## config.mk

```make
export PLATFORM = sky130hd
export DESIGN_NAME = audio_source_auto_selector_flat
export DESIGN_NICKNAME = d
export VERILOG_FILES = /design/src/design/asas_pkg.sv /design/src/design/asas_if.sv /design/src/design/asas_cfg_regs.sv /design/src/design/asas_ctrl.sv /design/src/design/audio_source_auto_selector.sv /design/src/flat_wrapper.sv
export SDC_FILE = /design/constraint.sdc
export NUM_CORES = 1
export LEC_CHECK = 0
export ABC_AREA = 1
export BUFFER_PORTS_ARGS = -buffer_cell sky130_fd_sc_hd__buf_2
export CAP_MARGIN = 10
export CORE_MARGIN = 2
export CORE_UTILIZATION = 40
export CTS_CLUSTER_SIZE = 14
export DETAILED_ROUTE_END_ITERATION = 16
export PLACE_DENSITY = 0.6
export RECOVER_POWER = 100
export SYNTH_ARGS = -nofsm -noshare
export SYNTH_HDL_FRONTEND = slang
export SYNTH_SLANG_ARGS = --single-unit
```

## constraint.sdc

```tcl
create_clock -name clk -period 2.4 [get_ports clk]
set_input_delay 0.24 -clock clk [delete_from_list [all_inputs] [get_ports clk]]
set_output_delay 0.24 -clock clk [all_outputs]
set_load 0.02 [all_outputs]
```

## src/design/asas_pkg.sv

```systemverilog
// shared types, constants and register map of the audio source auto selector
package asas_pkg;

  // counter and bus widths
  localparam int PRESC_W = 24;
  localparam int TIMER_W = 16;
  localparam int APB_AW  = 5;
  localparam int APB_DW  = 32;

  // request function codes
  typedef enum logic [1:0] {
    FUNC_TICK    = 2'd0,
    FUNC_TOGGLE  = 2'd1,
    FUNC_TEMP_BT = 2'd2,
    FUNC_RSVD    = 2'd3
  } func_t;

  // register indexes (byte address is four times the index)
  localparam logic [2:0] REG_STARTUP_HOLD    = 3'd0;
  localparam logic [2:0] REG_POLL_RELOAD     = 3'd1;
  localparam logic [2:0] REG_FALLBACK_POLLS  = 3'd2;
  localparam logic [2:0] REG_BT_WAKE_HOLD    = 3'd3;
  localparam logic [2:0] REG_TEMP_BT_HOLD    = 3'd4;

  // register reset values
  localparam logic [PRESC_W-1:0] RST_STARTUP_HOLD   = 24'd23500;
  localparam logic [TIMER_W-1:0] RST_POLL_RELOAD    = 16'd100;
  localparam logic [TIMER_W-1:0] RST_FALLBACK_POLLS = 16'd600;
  localparam logic [TIMER_W-1:0] RST_BT_WAKE_HOLD   = 16'd20000;
  localparam logic [TIMER_W-1:0] RST_TEMP_BT_HOLD   = 16'd15000;

  // configuration seen by the control logic
  typedef struct packed {
    logic [PRESC_W-1:0] startup_hold_ticks;
    logic [TIMER_W-1:0] poll_reload_ticks;
    logic [TIMER_W-1:0] radio_fallback_polls;
    logic [TIMER_W-1:0] bt_wake_hold_ticks;
    logic [TIMER_W-1:0] temp_bt_hold_ticks;
  } cfg_t;

  // one input request
  typedef struct packed {
    logic [1:0] func;
    logic       bt_powered;
    logic       bt_linked;
    logic       call_active;
  } item_t;

  // one result
  typedef struct packed {
    logic mux_sel_a;
    logic mux_sel_b;
    logic bt_power_request;
  } result_t;

endpackage

```

## src/design/asas_if.sv

```systemverilog
// valid/ready channel interfaces for requests and results

// request channel
interface asas_in_if;
  logic       valid;
  logic       ready;
  logic [1:0] func;
  logic       bt_powered;
  logic       bt_linked;
  logic       call_active;

  modport source (output valid, func, bt_powered, bt_linked, call_active, input ready);
  modport sink   (input valid, func, bt_powered, bt_linked, call_active, output ready);
endinterface

// result channel
interface asas_out_if;
  logic valid;
  logic ready;
  logic mux_sel_a;
  logic mux_sel_b;
  logic bt_power_request;

  modport source (output valid, mux_sel_a, mux_sel_b, bt_power_request, input ready);
  modport sink   (input valid, mux_sel_a, mux_sel_b, bt_power_request, output ready);
endinterface

```

## src/design/asas_cfg_regs.sv

```systemverilog
// APB configuration registers of the audio source auto selector
module asas_cfg_regs (
  input  logic                        clk,
  input  logic                        rst_n,
  input  logic                        psel,
  input  logic                        penable,
  input  logic                        pwrite,
  input  logic [asas_pkg::APB_AW-1:0] paddr,
  input  logic [asas_pkg::APB_DW-1:0] pwdata,
  output logic [asas_pkg::APB_DW-1:0] prdata,
  output logic                        pready,
  output asas_pkg::cfg_t              cfg
);

  asas_pkg::cfg_t cfg_r;
  logic [2:0]     reg_idx;
  logic           wr_en;

  assign reg_idx = paddr[asas_pkg::APB_AW-1:2];
  assign wr_en   = psel && penable && pwrite;
  assign pready  = 1'b1;
  assign cfg     = cfg_r;

  // register writes
  always_ff @(posedge clk) begin
    if (!rst_n) begin
      cfg_r.startup_hold_ticks   <= asas_pkg::RST_STARTUP_HOLD;
      cfg_r.poll_reload_ticks    <= asas_pkg::RST_POLL_RELOAD;
      cfg_r.radio_fallback_polls <= asas_pkg::RST_FALLBACK_POLLS;
      cfg_r.bt_wake_hold_ticks   <= asas_pkg::RST_BT_WAKE_HOLD;
      cfg_r.temp_bt_hold_ticks   <= asas_pkg::RST_TEMP_BT_HOLD;
    end else if (wr_en) begin
      case (reg_idx)
        asas_pkg::REG_STARTUP_HOLD:
          cfg_r.startup_hold_ticks <= pwdata[asas_pkg::PRESC_W-1:0];
        asas_pkg::REG_POLL_RELOAD:
          cfg_r.poll_reload_ticks <= pwdata[asas_pkg::TIMER_W-1:0];
        asas_pkg::REG_FALLBACK_POLLS:
          cfg_r.radio_fallback_polls <= pwdata[asas_pkg::TIMER_W-1:0];
        asas_pkg::REG_BT_WAKE_HOLD:
          cfg_r.bt_wake_hold_ticks <= pwdata[asas_pkg::TIMER_W-1:0];
        asas_pkg::REG_TEMP_BT_HOLD:
          cfg_r.temp_bt_hold_ticks <= pwdata[asas_pkg::TIMER_W-1:0];
        default: ;
      endcase
    end
  end

  // read mux
  always_comb begin
    case (reg_idx)
      asas_pkg::REG_STARTUP_HOLD:
        prdata = asas_pkg::APB_DW'(cfg_r.startup_hold_ticks);
      asas_pkg::REG_POLL_RELOAD:
        prdata = asas_pkg::APB_DW'(cfg_r.poll_reload_ticks);
      asas_pkg::REG_FALLBACK_POLLS:
        prdata = asas_pkg::APB_DW'(cfg_r.radio_fallback_polls);
      asas_pkg::REG_BT_WAKE_HOLD:
        prdata = asas_pkg::APB_DW'(cfg_r.bt_wake_hold_ticks);
      asas_pkg::REG_TEMP_BT_HOLD:
        prdata = asas_pkg::APB_DW'(cfg_r.temp_bt_hold_ticks);
      default:
        prdata = '0;
    endcase
  end

endmodule

```

## src/design/asas_ctrl.sv

```systemverilog
// source selection state and its single-pass next-state logic
module asas_ctrl (
  input  logic                clk,
  input  logic                rst_n,
  input  logic                step_en,
  input  asas_pkg::item_t     item,
  input  asas_pkg::cfg_t      cfg,
  output asas_pkg::result_t   res
);

  logic [asas_pkg::PRESC_W-1:0] presc_r, presc_nxt;
  logic [asas_pkg::TIMER_W-1:0] fb_timer_r, fb_timer_nxt;
  logic                         src_bt_r, src_bt_nxt;
  logic                         link_up_r, link_up_nxt;
  logic                         in_call_r, in_call_nxt;
  logic                         saved_bt_r, saved_bt_nxt;
  logic                         pwr_req;

  // next state for the request under way
  always_comb begin
    presc_nxt    = presc_r;
    fb_timer_nxt = fb_timer_r;
    src_bt_nxt   = src_bt_r;
    link_up_nxt  = link_up_r;
    in_call_nxt  = in_call_r;
    saved_bt_nxt = saved_bt_r;
    pwr_req      = 1'b0;
    unique case (asas_pkg::func_t'(item.func))
      asas_pkg::FUNC_TICK: begin
        if (presc_r != '0) begin
          presc_nxt = presc_r - asas_pkg::PRESC_W'(1);
        end else begin
          // poll
          presc_nxt = asas_pkg::PRESC_W'(cfg.poll_reload_ticks);
          if (!item.bt_powered) begin
            src_bt_nxt  = 1'b0;
            link_up_nxt = 1'b0;
          end else begin
            // fallback timer: arm, count down, fall back to radio on expiry
            if (src_bt_r && !item.bt_linked && (fb_timer_r == '0)) begin
              fb_timer_nxt = cfg.radio_fallback_polls;
            end
            if (fb_timer_nxt != '0) begin
              fb_timer_nxt = fb_timer_nxt - asas_pkg::TIMER_W'(1);
              if ((fb_timer_nxt == '0) && !item.bt_linked) begin
                src_bt_nxt = 1'b0;
              end
            end
            // lost link came back
            if (!link_up_r && !src_bt_nxt && !in_call_r && item.bt_linked) begin
              src_bt_nxt  = 1'b1;
              link_up_nxt = 1'b1;
            end
            if (!item.bt_linked) begin
              link_up_nxt = 1'b0;
            end
            // call handling: force bluetooth, restore afterwards
            if (item.call_active) begin
              if (!in_call_r) begin
                in_call_nxt  = 1'b1;
                saved_bt_nxt = src_bt_nxt;
              end
              if (!src_bt_nxt) begin
                src_bt_nxt  = 1'b1;
                link_up_nxt = 1'b1;
              end
            end else if (in_call_r) begin
              in_call_nxt = 1'b0;
              if (saved_bt_r) begin
                src_bt_nxt  = 1'b1;
                link_up_nxt = 1'b1;
              end else begin
                src_bt_nxt = 1'b0;
              end
            end
          end
        end
      end
      asas_pkg::FUNC_TOGGLE: begin
        if (src_bt_r) begin
          src_bt_nxt = 1'b0;
        end else begin
          src_bt_nxt  = 1'b1;
          link_up_nxt = 1'b1;
          if (!item.bt_powered) begin
            pwr_req   = 1'b1;
            presc_nxt = asas_pkg::PRESC_W'(cfg.bt_wake_hold_ticks);
          end
        end
      end
      asas_pkg::FUNC_TEMP_BT: begin
        presc_nxt   = asas_pkg::PRESC_W'(cfg.temp_bt_hold_ticks);
        src_bt_nxt  = 1'b1;
        link_up_nxt = 1'b1;
      end
      asas_pkg::FUNC_RSVD: begin
      end
    endcase
  end

  // result follows the updated source
  assign res.mux_sel_a        = src_bt_nxt;
  assign res.mux_sel_b        = src_bt_nxt;
  assign res.bt_power_request = pwr_req;

  // state registers
  always_ff @(posedge clk) begin
    if (!rst_n) begin
      presc_r    <= asas_pkg::RST_STARTUP_HOLD;
      fb_timer_r <= '0;
      src_bt_r   <= 1'b1;
      link_up_r  <= 1'b1;
      in_call_r  <= 1'b0;
      saved_bt_r <= 1'b1;
    end else if (step_en) begin
      presc_r    <= presc_nxt;
      fb_timer_r <= fb_timer_nxt;
      src_bt_r   <= src_bt_nxt;
      link_up_r  <= link_up_nxt;
      in_call_r  <= in_call_nxt;
      saved_bt_r <= saved_bt_nxt;
    end
  end

  // temporary switch always lands on bluetooth
  a_temp_bt_selects: assert property (@(posedge clk) disable iff (!rst_n)
    step_en && (item.func == asas_pkg::FUNC_TEMP_BT) |=> src_bt_r)
    else $error("temporary switch did not select bluetooth");

  // a non-zero prescaler counts down by one on a tick
  a_presc_count: assert property (@(posedge clk) disable iff (!rst_n)
    step_en && (item.func == asas_pkg::FUNC_TICK) && (presc_r != '0)
    |=> presc_r == $past(presc_r) - asas_pkg::PRESC_W'(1))
    else $error("prescaler did not count down");

  // state holds when no request is processed
  a_state_hold: assert property (@(posedge clk) disable iff (!rst_n)
    !step_en && $past(rst_n) |=> $stable(presc_r) && $stable(src_bt_r) && $stable(fb_timer_r))
    else $error("state changed without a request");

endmodule

```

## src/design/audio_source_auto_selector.sv

```systemverilog
// top level of the audio source auto selector: request register, control, result register
// A request is held in the request register, passes the control logic into the result register
// and is then presented on out_ch from there.
// Throughput: one request per cycle; when out_ch stalls, both registers fill and
// in_ch.ready drops in that same cycle, since it follows out_ch.ready through advance.
// Each request is resolved in a single pass of the control logic between the two registers.
// Reset: synchronous, active low; registers take their defaults, the prescaler loads the
// default startup hold, bluetooth is selected and both pipeline registers are emptied.
module audio_source_auto_selector (
  input  logic                        clk,
  input  logic                        rst_n,
  asas_in_if.sink                     in_ch,
  asas_out_if.source                  out_ch,
  input  logic                        psel,
  input  logic                        penable,
  input  logic                        pwrite,
  input  logic [asas_pkg::APB_AW-1:0] paddr,
  input  logic [asas_pkg::APB_DW-1:0] pwdata,
  output logic [asas_pkg::APB_DW-1:0] prdata,
  output logic                        pready
);

  asas_pkg::cfg_t    cfg;
  asas_pkg::item_t   item_r;
  asas_pkg::result_t res;
  asas_pkg::result_t res_r;
  logic              in_vld_r;
  logic              out_vld_r;
  logic              advance;

  // configuration registers
  asas_cfg_regs u_cfg (
    .clk     (clk),
    .rst_n   (rst_n),
    .psel    (psel),
    .penable (penable),
    .pwrite  (pwrite),
    .paddr   (paddr),
    .pwdata  (pwdata),
    .prdata  (prdata),
    .pready  (pready),
    .cfg     (cfg)
  );

  // request moves on when the result register is free or being emptied
  assign advance     = in_vld_r && (!out_vld_r || out_ch.ready);
  assign in_ch.ready = !in_vld_r || advance;

  // request register
  always_ff @(posedge clk) begin
    if (!rst_n) begin
      in_vld_r <= 1'b0;
    end else if (in_ch.ready) begin
      in_vld_r <= in_ch.valid;
    end
  end

  always_ff @(posedge clk) begin
    if (in_ch.valid && in_ch.ready) begin
      item_r.func        <= in_ch.func;
      item_r.bt_powered  <= in_ch.bt_powered;
      item_r.bt_linked   <= in_ch.bt_linked;
      item_r.call_active <= in_ch.call_active;
    end
  end

  // selection control
  asas_ctrl u_ctrl (
    .clk     (clk),
    .rst_n   (rst_n),
    .step_en (advance),
    .item    (item_r),
    .cfg     (cfg),
    .res     (res)
  );

  // result register
  always_ff @(posedge clk) begin
    if (!rst_n) begin
      out_vld_r <= 1'b0;
    end else if (advance) begin
      out_vld_r <= 1'b1;
    end else if (out_ch.ready) begin
      out_vld_r <= 1'b0;
    end
  end

  always_ff @(posedge clk) begin
    if (advance) begin
      res_r <= res;
    end
  end

  assign out_ch.valid            = out_vld_r;
  assign out_ch.mux_sel_a        = res_r.mux_sel_a;
  assign out_ch.mux_sel_b        = res_r.mux_sel_b;
  assign out_ch.bt_power_request = res_r.bt_power_request;

  // both select lines always agree
  a_sel_match: assert property (@(posedge clk) disable iff (!rst_n)
    out_vld_r |-> res_r.mux_sel_a == res_r.mux_sel_b)
    else $error("mux select lines disagree");

  // a power request only comes with bluetooth selected
  a_req_bt: assert property (@(posedge clk) disable iff (!rst_n)
    out_vld_r && res_r.bt_power_request |-> res_r.mux_sel_a)
    else $error("power request without bluetooth selected");

  // a request in the input stage always leaves it once the result side drains
  a_no_stall_free: assert property (@(posedge clk) disable iff (!rst_n)
    in_vld_r && !out_vld_r |-> advance)
    else $error("request held while the result register is empty");

endmodule

```

## src/flat_wrapper.sv

```systemverilog
// flat-port wrapper written by rule: the top's interface ports become plain ports
module audio_source_auto_selector_flat 
  (clk, rst_n, psel, penable, pwrite, paddr, pwdata, prdata, pready, in_ch_valid, in_ch_func, in_ch_bt_powered, in_ch_bt_linked, in_ch_call_active, in_ch_ready, out_ch_valid, out_ch_mux_sel_a, out_ch_mux_sel_b, out_ch_bt_power_request, out_ch_ready);
  asas_in_if in_ch_i ();
  asas_out_if out_ch_i ();
  input  logic clk;
  input  logic rst_n;
  input  logic psel;
  input  logic penable;
  input  logic pwrite;
  input  logic [asas_pkg::APB_AW-1:0] paddr;
  input  logic [asas_pkg::APB_DW-1:0] pwdata;
  output logic [asas_pkg::APB_DW-1:0] prdata;
  output logic pready;
  input wire logic [$bits(in_ch_i.valid)-1:0] in_ch_valid;
  input wire logic [$bits(in_ch_i.func)-1:0] in_ch_func;
  input wire logic [$bits(in_ch_i.bt_powered)-1:0] in_ch_bt_powered;
  input wire logic [$bits(in_ch_i.bt_linked)-1:0] in_ch_bt_linked;
  input wire logic [$bits(in_ch_i.call_active)-1:0] in_ch_call_active;
  output wire logic [$bits(in_ch_i.ready)-1:0] in_ch_ready;
  output wire logic [$bits(out_ch_i.valid)-1:0] out_ch_valid;
  output wire logic [$bits(out_ch_i.mux_sel_a)-1:0] out_ch_mux_sel_a;
  output wire logic [$bits(out_ch_i.mux_sel_b)-1:0] out_ch_mux_sel_b;
  output wire logic [$bits(out_ch_i.bt_power_request)-1:0] out_ch_bt_power_request;
  input wire logic [$bits(out_ch_i.ready)-1:0] out_ch_ready;
  assign in_ch_i.valid = in_ch_valid;
  assign in_ch_i.func = in_ch_func;
  assign in_ch_i.bt_powered = in_ch_bt_powered;
  assign in_ch_i.bt_linked = in_ch_bt_linked;
  assign in_ch_i.call_active = in_ch_call_active;
  assign in_ch_ready = in_ch_i.ready;
  assign out_ch_valid = out_ch_i.valid;
  assign out_ch_mux_sel_a = out_ch_i.mux_sel_a;
  assign out_ch_mux_sel_b = out_ch_i.mux_sel_b;
  assign out_ch_bt_power_request = out_ch_i.bt_power_request;
  assign out_ch_i.ready = out_ch_ready;
  audio_source_auto_selector u_core (.clk(clk), .rst_n(rst_n), .in_ch(in_ch_i), .out_ch(out_ch_i), .psel(psel), .penable(penable), .pwrite(pwrite), .paddr(paddr), .pwdata(pwdata), .prdata(prdata), .pready(pready));
endmodule
```

# [Word-level counts from Yosys, hierarchy flattened]
# Cells that the tools add are included.
[word_totals] register_bits=141 input_bits=49 output_inout_bits=38 word_cells=109
[op_classes] n_addsub=2 eq_ne=9 mux=40 bitwise_logic=3 n_reduce_logical=36
[op_table] op="24-bit case mux with 5 select lines" count=1
[op_table] op="16-bit two-way mux" count=5
[op_table] op="24-bit two-way mux" count=3
[op_table] op="24-bit case mux with 3 select lines" count=1
[op_table] op="16-bit zero test" count=2
[op_table] op="1-bit two-way mux" count=28
[op_table] op="24-bit nonzero test" count=1
[op_table] op="24-bit by 1-bit subtractor with 24-bit output, second input constant" count=1
[op_table] op="16-bit nonzero test" count=1
[op_table] op="16-bit by 1-bit subtractor with 16-bit output, second input constant" count=1
[op_table] op="4-bit AND reduction" count=3
[op_table] op="1-bit logical AND" count=10
[op_table] op="2-bit AND reduction" count=5
[op_table] op="3-bit by 2-bit equality test with 1-bit output, second input constant" count=2
[op_table] op="1-bit zero test" count=6
[op_table] op="2-bit inequality test, second input constant" count=3
[op_table] op="1-bit case mux with 3 select lines" count=2
[op_table] op="6-bit AND reduction" count=1
[op_table] op="3-bit by 1-bit equality test with 1-bit output, second input constant" count=1
[op_table] op="3-bit equality test, second input constant" count=1
[op_table] op="3-bit zero test" count=1
[op_table] op="1-bit inverter" count=3
[op_table] op="3-bit nonzero test" count=1
[op_table] op="2-bit by 1-bit equality test with 1-bit output, second input constant" count=1
[op_table] op="5 further kinds" count=6

# [Longest topological paths before layout]
[depth] word_depth=28 mapped_depth=27 ltp_nobuf=27

# [By module]
# A second synthesis with hierarchy kept.
[unflattened] cells_unflattened=1293 hier_area_um2=8389.3
[by_module_without_submodules] module="asas_cfg_regs" n_inst=1 cells_per_inst=680 area_each_um2=4416.7 seq_area_each_um2=1761.7
[by_module_without_submodules] module="asas_ctrl" n_inst=1 cells_per_inst=592 area_each_um2=3637.2 seq_area_each_um2=880.8
[by_module_without_submodules] module="audio_source_auto_selector" n_inst=1 cells_per_inst=21 area_each_um2=335.3 seq_area_each_um2=280.3

# [Worst setup path before layout]
# OpenSTA, ideal clock, no wires.
[synth_timing] path_kind="register to register" start="register u_core.item_r[1] (netlist bit)" end="register u_core.res_r, in the netlist u_core.out_ch.mux_sel_b (data pin)" setup_time_ns=0.256 t_arrival_ns=2.305 t_required_ns=2.144 setup_slack_ns=-0.162 path_stages_with_launch=20 n_path_buf=1 cell_sequence="edfxtp_1 > nor2_1 > nand2_1 > nor2_1 > buf_4 > nand3_1 > nand2_2 > ha_1 > nand3_4 > nor2_4 > nand2_1 > xor2_1 > nor2_1 > nand3_1 > nand2_1 > nand2_1 > nand2_1 > nand2_1 > nand2_1 > a21boi_1"
[synth_via] elab_chain_len=28 word_cells_on_any_way=29 cone_classes="add/sub: 1; mux: 18; reduce/logical: 10"
[synth_lines] item="start, declared" line_no="audio_source_auto_selector.sv:24" text="asas_pkg::item_t item_r;"
[synth_lines] item="1-bit zero test"
[synth_lines] item="1-bit logical AND (2 in a row)" line_no="asas_ctrl.sv:40" text="if (src_bt_r && !item.bt_linked && (fb_timer_r == '0)) begin"
[synth_lines] item="16-bit two-way mux" line_no="asas_ctrl.sv:40"
[synth_lines] item="16-bit two-way mux" line_no="asas_ctrl.sv:35" text="if (!item.bt_powered) begin"
[synth_lines] item="16-bit two-way mux" line_no="asas_ctrl.sv:30" text="if (presc_r != '0) begin"
[synth_lines] item="16-bit two-way mux" line_no="asas_ctrl.sv:28" text="unique case (asas_pkg::func_t'(item.func))"
[synth_lines] item="16-bit by 1-bit subtractor with 16-bit output" line_no="asas_ctrl.sv:44" text="fb_timer_nxt = fb_timer_nxt - asas_pkg::TIMER_W'(1);"
[synth_lines] item="16-bit zero test" line_no="asas_ctrl.sv:45" text="if ((fb_timer_nxt == '0) && !item.bt_linked) begin"
[synth_lines] item="(+12 left out)"
[synth_lines] item="1-bit two-way mux (*)" line_no="asas_ctrl.sv:30"
[synth_lines] item="1-bit two-way mux (*)" line_no="asas_ctrl.sv:28"
[synth_lines] item="1-bit two-way mux (*)" line_no="asas_ctrl.sv:67" text="end else if (in_call_r) begin"
[synth_lines] item="1-bit two-way mux (*)" line_no="asas_ctrl.sv:58" text="if (item.call_active) begin"
[synth_lines] item="1-bit two-way mux (*)" line_no="asas_ctrl.sv:35"
[synth_lines] item="1-bit two-way mux (*)" line_no="asas_ctrl.sv:30"
[synth_lines] item="1-bit case mux with 3 select lines (*)" line_no="asas_ctrl.sv:28"
[synth_lines] item="via u_core.u_ctrl.src_bt_nxt" line_no="asas_ctrl.sv:13" text="logic src_bt_r, src_bt_nxt;"
[synth_lines] item="end signal, assigned" line_no="audio_source_auto_selector.sv:90" text="res_r <= res;"
[synth_lines] item="end, declared" line_no="audio_source_auto_selector.sv:26" text="asas_pkg::result_t res_r;"
# Mark *: on every way through the listed nets, which the timed path passes. The rest lies on a longest branch. The select of a mux whose other input is x is not followed.
# A chain may end at the register's enable or synchronous reset.

# [Worst setup path after layout]
# Same ends and word-level chain as after synthesis.

==> impl_metrics.env <==
export IMPL_cp_required_ns=2.58
export IMPL_finalNonFillerCells=1499
export IMPL_yosysSeqAreaShare_pct=38.2
export IMPL_antenna_found_initial=0
export IMPL_cts_tree="built"
export IMPL_hold_depth=3
export IMPL_syn_to_final_growth_pct=25.4
export IMPL_final_hold_viol_count=0
export IMPL_wl_per_cell_um=16.4
export IMPL_antenna_cells=0
export IMPL_r2r_worst_path_cells=19
export IMPL_synth_warnings=0
export IMPL_place_inst=1458
export IMPL_grt_ovfl_total=0
export IMPL_finalSetupViolations=15
export IMPL_fin_util_pct=51.0
export IMPL_totalNegativeSetupSlack_ns=-1.62
export IMPL_fin_ws_ns=-0.332
export IMPL_die_area_um2=20100
export IMPL_min_period_ns=2.73
export IMPL_numCtsBuffers=17
export IMPL_maxCapViolations=0
export IMPL_ant_nets=0
export IMPL_drc=0
export IMPL_clk_pin_slew_ns=0.06
export IMPL_grt_pass1_vias=7255
export IMPL_nets=1311
export IMPL_grt_max_degree=92
export IMPL_synth_cell_types=46
export IMPL_hp_class="in2reg"
export IMPL_ir_drop_v=0.000449
export IMPL_die_x_um=142
export IMPL_layout_commonest_cell="nand2_1"
export IMPL_dr_total_vias=7880
export IMPL_track_usage_pct=25.0
export IMPL_setup_worst_path_start_class="flop"
export IMPL_drv_slew=0
export IMPL_dr_pass1_iters=5
export IMPL_worstPathArrival_ns=2.91
export IMPL_rows=50
export IMPL_core_area_um2=18600
export IMPL_synth_edf_count=7
export IMPL_skew_ns=0.0100
export IMPL_max_slew_margin_pct=36.5
export IMPL_avgSynthCellArea_um2=6.75
export IMPL_max_clock_freq_mhz=366
export IMPL_crit_fanout=8
export IMPL_hold_slack_ns=0.0769
export IMPL_boundaryPins=87
export IMPL_setup_worst_path_end_class="flop"
export IMPL_timing_worst_slew_pin_value_ns=0.951
export IMPL_start_util_pct=40.6
export IMPL_htreeDepth=4
export IMPL_drive_above_1_share_pct=18.9
export IMPL_leakagePower_nw=4.17
export IMPL_io_buffers=67
export IMPL_wl_mm=24.6
export IMPL_root_buffer="clkbuf_16"
export IMPL_clk_latency_ns=0.43
export IMPL_synth_cells=1122
export IMPL_powerDensity_nw_per_um2=618
export IMPL_grt_pass1_wl_mm=39.2
export IMPL_clk_path_buf_depth=2
export IMPL_crit_type="reg2reg"
export IMPL_final_cell_mix="nand2_1, nor2_1, dfxtp_1"
export IMPL_gp_congestion=0.903
export IMPL_routed_via_density=5.26
export IMPL_period_share_pct=114
export IMPL_status="complete, but fails checks"
export IMPL_rsz0062_at_grt="yes"
export IMPL_clock_sinks=141
export IMPL_drt_iter0_markers=463
export IMPL_violations="negative setup slack"
export IMPL_dp_hpwl_mm=17.7
export IMPL_syn_area_um2=7580
export IMPL_async_flop_share_pct=0
export IMPL_ys_ff_latch=141
export IMPL_chipHeight_um=142
export IMPL_nFillCells=1893
export IMPL_ys_flop_type="dfxtp_1"
==> layer usage <==
metal	vias up	part of all wire (%)	track usage, %
li1	3979	-	-
met1	3656	47	35.1
met2	219	46	39.3
met3	26	5.6	4.93
met4	0	1.5	6.89
met5	-	0	0
==> through the flow <==
step	worst slack [ns]	instance area, um^2	total power, mW
after CTS	-0.268	9390	5.88
after detailed placement	-0.441	8640	3.28
final	-0.332	9500	5.87
after global placement	-0.404	8640	3.28
after floorplan	0.00124	7630	2.98
after global routing	-0.499	9500	6.12
==> final cells by class <==
cell class              count  area, um^2  share of cell area, %
clock buffers              17         425                   4.48
clock inverters            14         136                   1.44
inverters                 126         478                   5.03
multi-input cells         804        4230                   44.5
flip-flops and latches    141        2890                   30.4
well taps                 234         293                   3.08
repair buffers            163        1050                   11.0
==> critical path, stage by stage, from the launching register on <==
cell,delay [ns]
edfxtp_1,0.41
nor2_2,0.14
nand2_2,0.09
nor2_4,0.20
buf_8,0.17
nand3b_4,0.12
nand2_8,0.12
nand3_4,0.11
nor2_4,0.23
nand3_2,0.11
nand2_1,0.07
nand2_1,0.06
nor2_2,0.13
nand3_2,0.12
nand2_2,0.09
nand2_2,0.06
nand2_2,0.07
nand2_2,0.05
nand2_2,0.06
a21boi_2,0.05
==> timing repair <==
| action | CTS | global route |
|---|---|---|
| hold buffers | 5 | 0 |
| resized for setup | 39 | 50 |
| cloned | 1 | 0 |
| endpoints found under the setup margin | 19 | 24 |
| endpoints found under the hold margin | 5 | 0 |
| pin swaps | 15 | 34 |
| buffers inserted | 2 | 2 |
==> power breakdown <==
part	switching, mW	internal [mW]	total (mW)
Combinational	0.548	0.317	0.865
Clock	1.12	1.44	2.56
Sequential	0.0348	2.41	2.44
==> cell usage after synthesis, types with 3 or more instances <==
cell type / instances / area share, %
a31oi_1: 3 / 0.25
nand2_1: 237 / 12
nand4_1: 16 / 1.3
o211ai_1: 13 / 1.3
nand3b_1: 4 / 0.40
inv_1: 117 / 5.8
o21ai_0: 104 / 6.9
nor2_2: 4 / 0.33
edfxtp_1: 7 / 2.8
a22o_1: 7 / 0.81
inv_2: 8 / 0.40
a221oi_1: 10 / 1.2
nand2_2: 3 / 0.25
nor4_1: 5 / 0.41
ha_1: 9 / 1.5
xor2_1: 4 / 0.46
nand3_1: 54 / 3.6
clkbuf_1: 41 / 2.0
dfxtp_1: 134 / 35
nor2_4: 3 / 0.45
o22ai_1: 6 / 0.50
buf_4: 12 / 1.2
o31ai_1: 3 / 0.30
nor3_1: 14 / 0.92
a21oi_1: 104 / 6.9
a211oi_1: 11 / 1.1
o221ai_1: 8 / 0.92
nor2_1: 151 / 7.5
==> final timing paths <==
path                                                        start                                 to  slack [ns]
worst max register to register         u_core.item_r[1]$_DFFE_PP_  u_core.out_ch.mux_sel_b$_DFFE_PP_       -0.33
worst min-delay path                                  in_ch_valid       u_core.in_vld_r$_SDFFE_PN0N_        0.08
worst min register to register  u_core.u_cfg.cfg[86]$_SDFFE_PN0P_  u_core.u_cfg.cfg[86]$_SDFFE_PN0P_        0.45
worst max-delay path                   u_core.item_r[1]$_DFFE_PP_  u_core.out_ch.mux_sel_b$_DFFE_PP_       -0.33
==> cells by family after synthesis <==
family                     after synthesis  share of synthesized area [%]
AOI/OAI and AO/OA                      279                           21.1
buffers and inverters                  184                           9.84
DFF                                    141                           38.2
adders and majority gates                9                           1.49
other                                    2                         0.0991
and+or+nand+nor                        501                           28.6
xor gates and xnor gates                 6                          0.694
==> state kept, by name, summed over array words and instances, names as in the netlist, 5 cells and up <==
name                      cells
u_core.item_r                 5
u_core.u_ctrl.fb_timer_r     16
u_core.u_cfg.cfg             88
u_core.u_ctrl.presc_r        24
No activity file was read; power rests on OpenSTA's default activity.
